==> src/hdl/rolling_zscore_three_windows_macros.svh <==
// ---------------------------------------------------------------------------
// Rolling z-score assertion macros
// Concurrent check wrappers, empty when SYNTHESIS is defined.
// ---------------------------------------------------------------------------
`ifndef ROLLING_ZSCORE_THREE_WINDOWS_MACROS_SVH
`define ROLLING_ZSCORE_THREE_WINDOWS_MACROS_SVH
`ifndef SYNTHESIS
`define RZS_ASSERT_SAME(label, ante, cons, msg) \
  label: assert property (@(posedge clk) disable iff (rst) (ante) |-> (cons)) \
    else $error(msg);
`define RZS_ASSERT_NEXT(label, ante, cons, msg) \
  label: assert property (@(posedge clk) disable iff (rst) (ante) |=> (cons)) \
    else $error(msg);
`else
`define RZS_ASSERT_SAME(label, ante, cons, msg)
`define RZS_ASSERT_NEXT(label, ante, cons, msg)
`endif
`endif

==> src/hdl/rzs_pkg.sv <==
// ---------------------------------------------------------------------------
// Rolling z-score package
// Shared types, codes and fixed widths for controller and datapath.
// ---------------------------------------------------------------------------
`timescale 1ns / 1ps
`default_nettype none
package rzs_pkg;

  localparam int SAMPLE_PORT_W = 32;
  localparam int Z_W           = 16;
  localparam int ST_W          = 2;
  localparam int SCALE_SHIFT   = 16;
  localparam int DIGIT_W       = 8;
  localparam int QUO_W         = 32;
  localparam int ROOT_W        = 31;
  localparam int ROOT_STEPS    = 15;
  localparam int ROOT_TOP      = 2 * (ROOT_STEPS - 1);
  localparam int DRAIN_CYCLES  = 3;
  localparam int NUM_WIN       = 3;

  localparam logic [Z_W-1:0] Z_POS_MAX = 16'h7FFF;
  localparam logic [Z_W-1:0] Z_SAT_MAG = 16'h8000;

  typedef enum logic [ST_W-1:0] {
    ST_OK       = 2'd0,
    ST_NOT_FULL = 2'd1,
    ST_ZERO_DEV = 2'd2
  } status_t;

  typedef enum logic [3:0] {
    OP_NONE,
    OP_CAP,
    OP_READ,
    OP_PREP,
    OP_MUL,
    OP_QCALC,
    OP_ALOAD,
    OP_DIVINIT,
    OP_DIV,
    OP_SQINIT,
    OP_SQ,
    OP_FIN,
    OP_SKIP_FILL,
    OP_SKIP_ZERO,
    OP_COMMIT,
    OP_PUBLISH
  } op_t;

  typedef struct packed {
    op_t        op;
    logic [1:0] win;
  } cmd_t;

  typedef struct packed {
    logic win_skip;
    logic q_zero;
  } sts_t;

endpackage
`default_nettype wire

==> src/hdl/rzs_ctrl.sv <==
// ---------------------------------------------------------------------------
// Rolling z-score controller
// Sequences history walk, per-window multiply, divide and root steps.
// ---------------------------------------------------------------------------
`timescale 1ns / 1ps
`default_nettype none
module rzs_ctrl #(
  parameter int LONG_WINDOW = 30,
  parameter int MUL_STEPS   = 5
) (
  input  wire logic          clk,
  input  wire logic          rst,
  input  wire logic          in_valid,
  output logic               in_ready,
  output logic               out_valid,
  input  wire logic          out_ready,
  input  rzs_pkg::sts_t      sts,
  output rzs_pkg::cmd_t      cmd
);

  localparam int CNT_W = $clog2(LONG_WINDOW + rzs_pkg::QUO_W + MUL_STEPS + 1);

  typedef enum logic [3:0] {
    S_IDLE, S_WALK, S_DRAIN, S_PREP, S_MULQ, S_QCALC, S_CHKQ, S_MULD,
    S_DIVINIT, S_DIV, S_SQINIT, S_SQ, S_FIN, S_COMMIT, S_HOLD
  } state_t;

  state_t           state, state_next;
  logic [CNT_W-1:0] cnt, cnt_next;
  logic [1:0]       win, win_next;
  logic             last_win;

  assign last_win = (win == 2'(rzs_pkg::NUM_WIN - 1));

  always_comb begin
    state_next = state;
    cnt_next   = (cnt == '0) ? '0 : cnt - 1'b1;
    win_next   = win;
    cmd.op     = rzs_pkg::OP_NONE;
    cmd.win    = win;
    case (state)
      S_IDLE: begin
        if (in_valid && in_ready) begin
          cmd.op     = rzs_pkg::OP_CAP;
          state_next = S_WALK;
          cnt_next   = CNT_W'(LONG_WINDOW - 1);
        end
      end
      S_WALK: begin
        cmd.op = rzs_pkg::OP_READ;
        if (cnt == '0) begin
          state_next = S_DRAIN;
          cnt_next   = CNT_W'(rzs_pkg::DRAIN_CYCLES - 1);
        end
      end
      S_DRAIN: begin
        if (cnt == '0) begin
          state_next = S_PREP;
          win_next   = '0;
        end
      end
      S_PREP: begin
        if (sts.win_skip) begin
          cmd.op = rzs_pkg::OP_SKIP_FILL;
          if (last_win) begin
            state_next = S_COMMIT;
          end else begin
            win_next = win + 1'b1;
          end
        end else begin
          cmd.op     = rzs_pkg::OP_PREP;
          state_next = S_MULQ;
          cnt_next   = CNT_W'(MUL_STEPS - 1);
        end
      end
      S_MULQ: begin
        cmd.op = rzs_pkg::OP_MUL;
        if (cnt == '0) begin
          state_next = S_QCALC;
        end
      end
      S_QCALC: begin
        cmd.op     = rzs_pkg::OP_QCALC;
        state_next = S_CHKQ;
      end
      S_CHKQ: begin
        if (sts.q_zero) begin
          cmd.op = rzs_pkg::OP_SKIP_ZERO;
          if (last_win) begin
            state_next = S_COMMIT;
          end else begin
            win_next   = win + 1'b1;
            state_next = S_PREP;
          end
        end else begin
          cmd.op     = rzs_pkg::OP_ALOAD;
          state_next = S_MULD;
          cnt_next   = CNT_W'(MUL_STEPS - 1);
        end
      end
      S_MULD: begin
        cmd.op = rzs_pkg::OP_MUL;
        if (cnt == '0) begin
          state_next = S_DIVINIT;
        end
      end
      S_DIVINIT: begin
        cmd.op     = rzs_pkg::OP_DIVINIT;
        state_next = S_DIV;
        cnt_next   = CNT_W'(rzs_pkg::QUO_W - 1);
      end
      S_DIV: begin
        cmd.op = rzs_pkg::OP_DIV;
        if (cnt == '0) begin
          state_next = S_SQINIT;
        end
      end
      S_SQINIT: begin
        cmd.op     = rzs_pkg::OP_SQINIT;
        state_next = S_SQ;
        cnt_next   = CNT_W'(rzs_pkg::ROOT_STEPS - 1);
      end
      S_SQ: begin
        cmd.op = rzs_pkg::OP_SQ;
        if (cnt == '0) begin
          state_next = S_FIN;
        end
      end
      S_FIN: begin
        cmd.op = rzs_pkg::OP_FIN;
        if (last_win) begin
          state_next = S_COMMIT;
        end else begin
          win_next   = win + 1'b1;
          state_next = S_PREP;
        end
      end
      S_COMMIT: begin
        cmd.op     = rzs_pkg::OP_COMMIT;
        state_next = S_HOLD;
      end
      S_HOLD: begin
        if (!out_valid || out_ready) begin
          cmd.op     = rzs_pkg::OP_PUBLISH;
          state_next = S_IDLE;
        end
      end
      default: begin
        state_next = S_IDLE;
      end
    endcase
  end

  always_ff @(posedge clk) begin
    if (rst) begin
      state     <= S_IDLE;
      cnt       <= '0;
      win       <= '0;
      in_ready  <= 1'b0;
      out_valid <= 1'b0;
    end else begin
      state    <= state_next;
      cnt      <= cnt_next;
      win      <= win_next;
      in_ready <= (state_next == S_IDLE);
      if (cmd.op == rzs_pkg::OP_PUBLISH) begin
        out_valid <= 1'b1;
      end else if (out_ready) begin
        out_valid <= 1'b0;
      end
    end
  end

endmodule
`default_nettype wire

==> config.mk <==
export PLATFORM = sky130hd
export DESIGN_NAME = rzs_ctrl
export DESIGN_NICKNAME = d
export VERILOG_FILES = /design/src/hdl/rolling_zscore_three_windows_macros.svh /design/src/hdl/rzs_pkg.sv /design/src/hdl/rzs_ctrl.sv
export SDC_FILE = /design/constraint.sdc
export NUM_CORES = 1
export LEC_CHECK = 0
export BUFFER_PORTS_ARGS = -buffer_cell sky130_fd_sc_hd__buf_2
export CORE_MARGIN = 5
export CORE_UTILIZATION = 30
export CTS_CLUSTER_DIAMETER = 150
export DETAILED_ROUTE_END_ITERATION = 7
export HOLD_SLACK_MARGIN = 0.06
export PLACE_DENSITY_LB_ADDON = 0.12
export SETUP_SLACK_MARGIN = 0.02
export SLEW_MARGIN = 20
export SYNTH_ARGS = -nofsm -noshare
export SYNTH_HDL_FRONTEND = slang
export SYNTH_SLANG_ARGS = --single-unit
==> constraint.sdc <==
create_clock -name clk -period 3.8 [get_ports clk]
set_input_delay 0.57 -clock clk [delete_from_list [all_inputs] [get_ports clk]]
set_output_delay 0.57 -clock clk [all_outputs]
set_load 0.005 [all_outputs]
==> results of run 1 <==
## cells by family (layout without fill, tap and decap cells)
| group | after synthesis | after routing | share of synthesized area (%) |
|---|---|---|---|
| AO/OA/AOI/OAI | 46 | 46 | 23.2 |
| XOR/XNOR | 8 | 8 | 5.51 |
| adder cells (fa/ha/maj) | 3 | 3 | 2.95 |
| buffers and inverters | 16 | 23 | 6.50 |
| flip-flops | 15 | 15 | 23.6 |
| multiplexers | 1 | 1 | 0.787 |
| AND/OR/NAND/NOR | 83 | 83 | 37.4 |
## critical path, stage by stage (launching register included)
cell	delay, ns
dfxtp_1	0.83
or3b_1	0.46
nand2_1	0.08
nand2_1	0.18
nand3_1	0.15
buf_2	0.12
## stage by stage
stage / cells / area [um2]
after CTS: 229 / 1380
after global placement: 225 / 1340
after detailed placement: 225 / 1340
final: 229 / 1380
after floorplan: 172 / 1270
after global routing: 229 / 1380
## cell type report
cell class                      count  area share (%)
Sequential cell                    15            21.7
Tap cell                           50            4.52
Multi-Input combinational cell    141            64.2
Clock buffer                        4            3.25
Inverter                            6            1.63
Timing Repair Buffer               13            4.70
## cell usage after synthesis (all sizes together) (3+ instances only)
library cell / instances
nand2: 14
nand3: 6
inv: 6
nor2b: 5
buf: 5
nor2: 24
xnor2: 6
nor4: 7
o21ai: 9
dfxtp: 15
nor3: 4
nand2b: 8
ha: 3
a21oi: 18
clkbuf: 5
## cell usage in the layout (no fill, tap or decap), types with 3 or more instances in the layout
cell,netlist,final
dfxtp_1,15,15
nor2b_1,5,5
nor4_1,6,6
nor3_1,4,4
clkbuf_8,0,3
nand2_1,13,13
inv_1,6,6
xnor2_1,6,6
o21ai_1,3,3
nand3_1,6,6
nand2b_1,8,8
nor2_1,23,23
buf_2,3,13
a21oi_1,18,18
o21ai_0,6,6
ha_1,3,3
## power breakdown
group          total (mW)  internal, mW  switching (mW)  leakage [nW]
clock network       0.132        0.0743          0.0581        0.0228
registers           0.276         0.199          0.0760         0.123
logic               0.414         0.187           0.227         0.360
## sequential cells by signal (all words and copies together), names as in the netlist
signal	count
state	4
out_valid	1
cnt	7
in_ready	1
win	2
## final timing paths
check / startpoint / endpoint / depth (start not counted)
setup / recovery: state[0]$_SDFF_PP0_ / cmd[3] / 5
hold / removal: win[0]$_SDFFE_PP0P_ / win[0]$_SDFFE_PP0P_ / 3
hold reg to reg: win[0]$_SDFFE_PP0P_ / win[0]$_SDFFE_PP0P_ / 3
setup reg to reg: state[2]$_SDFF_PP0_ / win[1]$_SDFFE_PP0P_ / 5
## metal layers
| layer | track usage [%] | share of wire [%] |
|---|---|---|
| met2 | 20.6 | 46 |
| met1 | 19.3 | 46 |
| met4 | 3.56 | 0.86 |
| met5 | 0 | 0 |
| met3 | 2.14 | 7.2 |
==> results.toml, run 1 <==
[timing]
slew_violations = 0
worst_pin_slew_ns = 0.837
hold_viol = 0
post-route-min-period_ns = 2.65
fin_tns_setup_ns = 0
rsz0062_at_grt = "no"
maxSlewHeadroom_pct = 44.1
fin_crit_sh_pct = 69.7
holdWs_ns = 0.582
finalWorstSetupSlack_ns = 1.15
fin_skew_ns = 0.00566
max_freq_mhz = 378
setup_violations = 0

[synth]
syn_area_um2 = 1270
synthesis.nets = 181
synth_area_leaders = "dfxtp_1 24%, a21oi_1 7.1%, nor2_1 6.8%"
syn_inst = 172
postSynth.asyncResetShare_pct = 0
synth.avg_cell_area_um2 = 7.39
synth-seq-cells = 15
yosysUniqueCellTypes = 51
yosysSeqAreaShare_pct = 23.6
synth_flop_cell = "dfxtp_1"
ys_warn_count = 0
synth_edf_count = 0
netlist.area_leader.share_pct = 23.6
synth_top_area_cell = "dfxtp_1"

[status]
outcome = "completed"

[critical_path]
start_kind = "flop"
cp_max_fo = 25
cp.required_ns = 3.23
crit_type = "reg -> out"
ff2ff_setup_slack_ns = 1.62
critPathArrivalTime_ns = 2.08
end_kind = "primary output"

[power_and_ir_drop]
p_per_area_nw_per_um2 = 594
ir_worst_vdd_mv = 0.204
finalPower_uw = 822
p_leak_nw = 0.506

[finish]
nFillCells = 428
finalCoreUtilization_pct = 34.1
multi_input_area_um2 = 888
seq_area_um2 = 300
syn_to_final_growth_pct = 8.86
antennaDiodeCount = 0
layout-drive-gt1-share_pct = 11.7
finalNetCount = 189

[route]
viasPerCell = 5.53
vias = 1267
drc = 0
ant_nets = 0
wl_per_cell_um = 15.3
firstDrtPassIters = 4
wl_um = 3510
drt_iter0_markers = 145

[clock_tree]
clock_sinks = 15
clk_pin_slew_ns = 0.07
cts_setup_buffers = 0
htreeDepth = 1
cts_tree = "yes"
clkLatencyLatePin_ns = 0.25
ctsResizeCount = 0
hold_buffers = 0
cts_buffer_depth = 2
cts_buffers = 3
clockRootBuffer = "clkbuf_8"

[hold_path]
hp-class = "reg -> reg"

[floorplan]
core-area_um2 = 4060
num_rows = 23
num_io_pins = 14
fp.dieArea_um2 = 5640
initial_utilization_pct = 31.3
die_h_um = 75.1
fp.dieW_um = 75.1

[grt]
grt_max_degree = 28
grt_antenna_before_repair = 0
grt.overflow.total = 0
grt_pass1_wl_um = 5800
grt_pass1_vias = 1168
grt_use_total_pct = 13.4

[place]
port_buffers = 13
post-dp-hpwl_um = 2620
pre_cts_ws_ns = 1.43
gp_congestion = 0.812

[job]
maxCapViolCount = 0
No activity file was read; power rests on OpenSTA's default activity.
==> run 2, diff against run 1 <==
==> constraint.sdc (replaced) <==
create_clock -name clk -period 2.12 [get_ports clk]
set_input_delay 0.318 -clock clk [delete_from_list [all_inputs] [get_ports clk]]
set_output_delay 0.318 -clock clk [all_outputs]
set_load 0.005 [all_outputs]
==> run 2 against run 1 <==
Net effect: power increased by 80%; critical path depth grew 2; final cell count rose by 5.7%; combinational power grew 89%; sequential cell count did not move; clock skew fell by 0.0033 ns; hold slack worse by 0.15 ns; via count up 3.9%; register-to-register slack got worse by 1.4 ns; setup slack got worse by 0.96 ns; critical path type is now reg -> reg; highest routed layer unchanged.
==> results.toml, run 2 (synthesis results as in run 1) <==
[floorplan]
fp.dieW_um = 75.1
initial_utilization_pct = 31.3
num_io_pins = 14
core-area_um2 = 4060
num_rows = 23
die_h_um = 75.1
fp.dieArea_um2 = 5640

[grt]
grt.overflow.total = 0
grt_pass1_vias = 1191
grt_max_degree = 18
grt_use_total_pct = 13.7
grt_pass1_wl_um = 5920
grt_antenna_before_repair = 0

[power_and_ir_drop]
swShare_pct = 42.7
p_switching_uw = 632
p_leak_nw = 0.575
intPower_uw = 846
pwr-share-seq_pct = 31.3
finalPower_mw = 1.48
p_per_area_nw_per_um2 = 994
ir_worst_vdd_mv = 0.320
comb_power_share_pct = 52.9
clkPwrFrac_pct = 15.8

[finish]
finalCoreUtilization_pct = 36.7
largest_register_ffs = 7
reg_top3 = "cnt (7), state (4), win (2)"
layout-drive-gt1-share_pct = 19.8
syn_to_final_growth_pct = 17.0
final_cells = 242
nFillCells = 431
final_common_cell = "nor2_1"
largest-register = "cnt"
antennaDiodeCount = 0
final_cell_mix = "22 x nor2_1, 18 x a21oi_1, 13 x nand2_1, 13 x buf_2, 13 x buf_4"
finalNetCount = 202
final_area_um2 = 1490

[place]
port_buffers = 13
pre_cts_ws_ns = 0.230
gp_congestion = 0.864
dp_cells = 238
post-dp-hpwl_um = 2730
placed_cell_area_um2 = 1440

[critical_path]
start_kind = "flop"
end_kind = "flop"
critPathArrivalTime_ns = 2.07
cp_slowest_cell = "or4_1"
cp_cell_sequence = "inv_1 > ha_1 > nor2b_1 > nand2_2 > or4_1 > and4_4 > and4_1"
crit_type = "reg -> reg"
max_stage_delay_ns = 0.49
cp_max_fo = 6
cp.required_ns = 2.26

[clock_tree]
htreeDepth = 1
cts_buffers = 3
cts_tree = "yes"
clockRootBuffer = "clkbuf_8"
clk_pin_slew_ns = 0.06
cts_setup_buffers = 0
clkLatencyLatePin_ns = 0.24
clock_sinks = 15
cts_buffer_depth = 2

[timing]
worst_pin_slew_ns = 0.521
hold_viol = 0
post-route-min-period_ns = 1.93
fin_tns_setup_ns = 0
max_freq_mhz = 518
maxSlewHeadroom_pct = 64.4
slew_violations = 0
setup_violations = 0
holdWs_ns = 0.433
fin_crit_sh_pct = 91.1
rsz0062_at_grt = "no"
fin_skew_ns = 0.00236
finalWorstSetupSlack_ns = 0.188

[route]
drc = 0
wl_per_cell_um = 14.7
firstDrtPassIters = 4
vias = 1316
wl_um = 3550
drt_iter0_markers = 187
ant_nets = 0
viasPerCell = 5.44

[status]
outcome = "completed"

[job]
maxCapViolCount = 0

[hold_path]
hp-class = "in -> reg"
[run 2: cell types whose count changed in the layout (fill, tap and decap cells not counted), sizes merged]
cell and delta:
buf +13
[run 2: final cells by class]
type / instances / area (um2) / share of cell area [%]
repair buffers: 26 / 163 / 10.9
multi-input cells: 141 / 891 / 59.9
inverters: 6 / 22.5 / 1.51
flip-flops and latches: 15 / 304 / 20.4
well taps: 50 / 62.6 / 4.21
clock buffers: 4 / 45.0 / 3.03
[run 2: routing by layer]
layer	up-vias	wire length, um	global-route usage (%)
met5	-	0	0
met4	0	14	3.56
met3	2	229	2.00
met2	38	1610	20.5
met1	609	1690	20.2
li1	667	-	-
[run 2: power groups by stage]
stage | sequential (mW) | clock [mW] | combinational, mW
2_1_floorplan | 0.436 | 0 | 0.629
3_3_place_gp | 0.468 | 0 | 0.785
3_5_place_dp | 0.466 | 0 | 0.776
4_1_cts | 0.462 | 0.242 | 0.783
5_1_grt | 0.477 | 0.262 | 0.882
6_report | 0.463 | 0.233 | 0.781
[run 2: path summary, 6_finish.rpt]
| path | startpoint | to | slack (ns) | cells after the start |
|---|---|---|---|---|
| hold / removal | rst | state[2]$_SDFF_PP0_ | 0.43 | 2 |
| setup reg to reg | cnt[0]$_SDFF_PP0_ | in_ready$_SDFF_PP0_ | 0.19 | 7 |
| setup / recovery | cnt[0]$_SDFF_PP0_ | in_ready$_SDFF_PP0_ | 0.19 | 7 |
| hold reg to reg | cnt[6]$_SDFF_PP0_ | cnt[6]$_SDFF_PP0_ | 0.57 | 2 |
[run 2: timing repair]
item                                   4_1_cts  5_1_grt
setup endpoints to repair                    0        3
endpoints found under the hold margin        0        0
hold buffers                                 0        0
gates resized for setup                      0        4
[run 2: worst max-delay path, delay by kind of cell (launching register included)]
family	cells	cell delay, ns
and+or+nand+nor	5	1.21
DFF	1	0.31
adders and majority gates	1	0.21
buffers and inverters	1	0.10
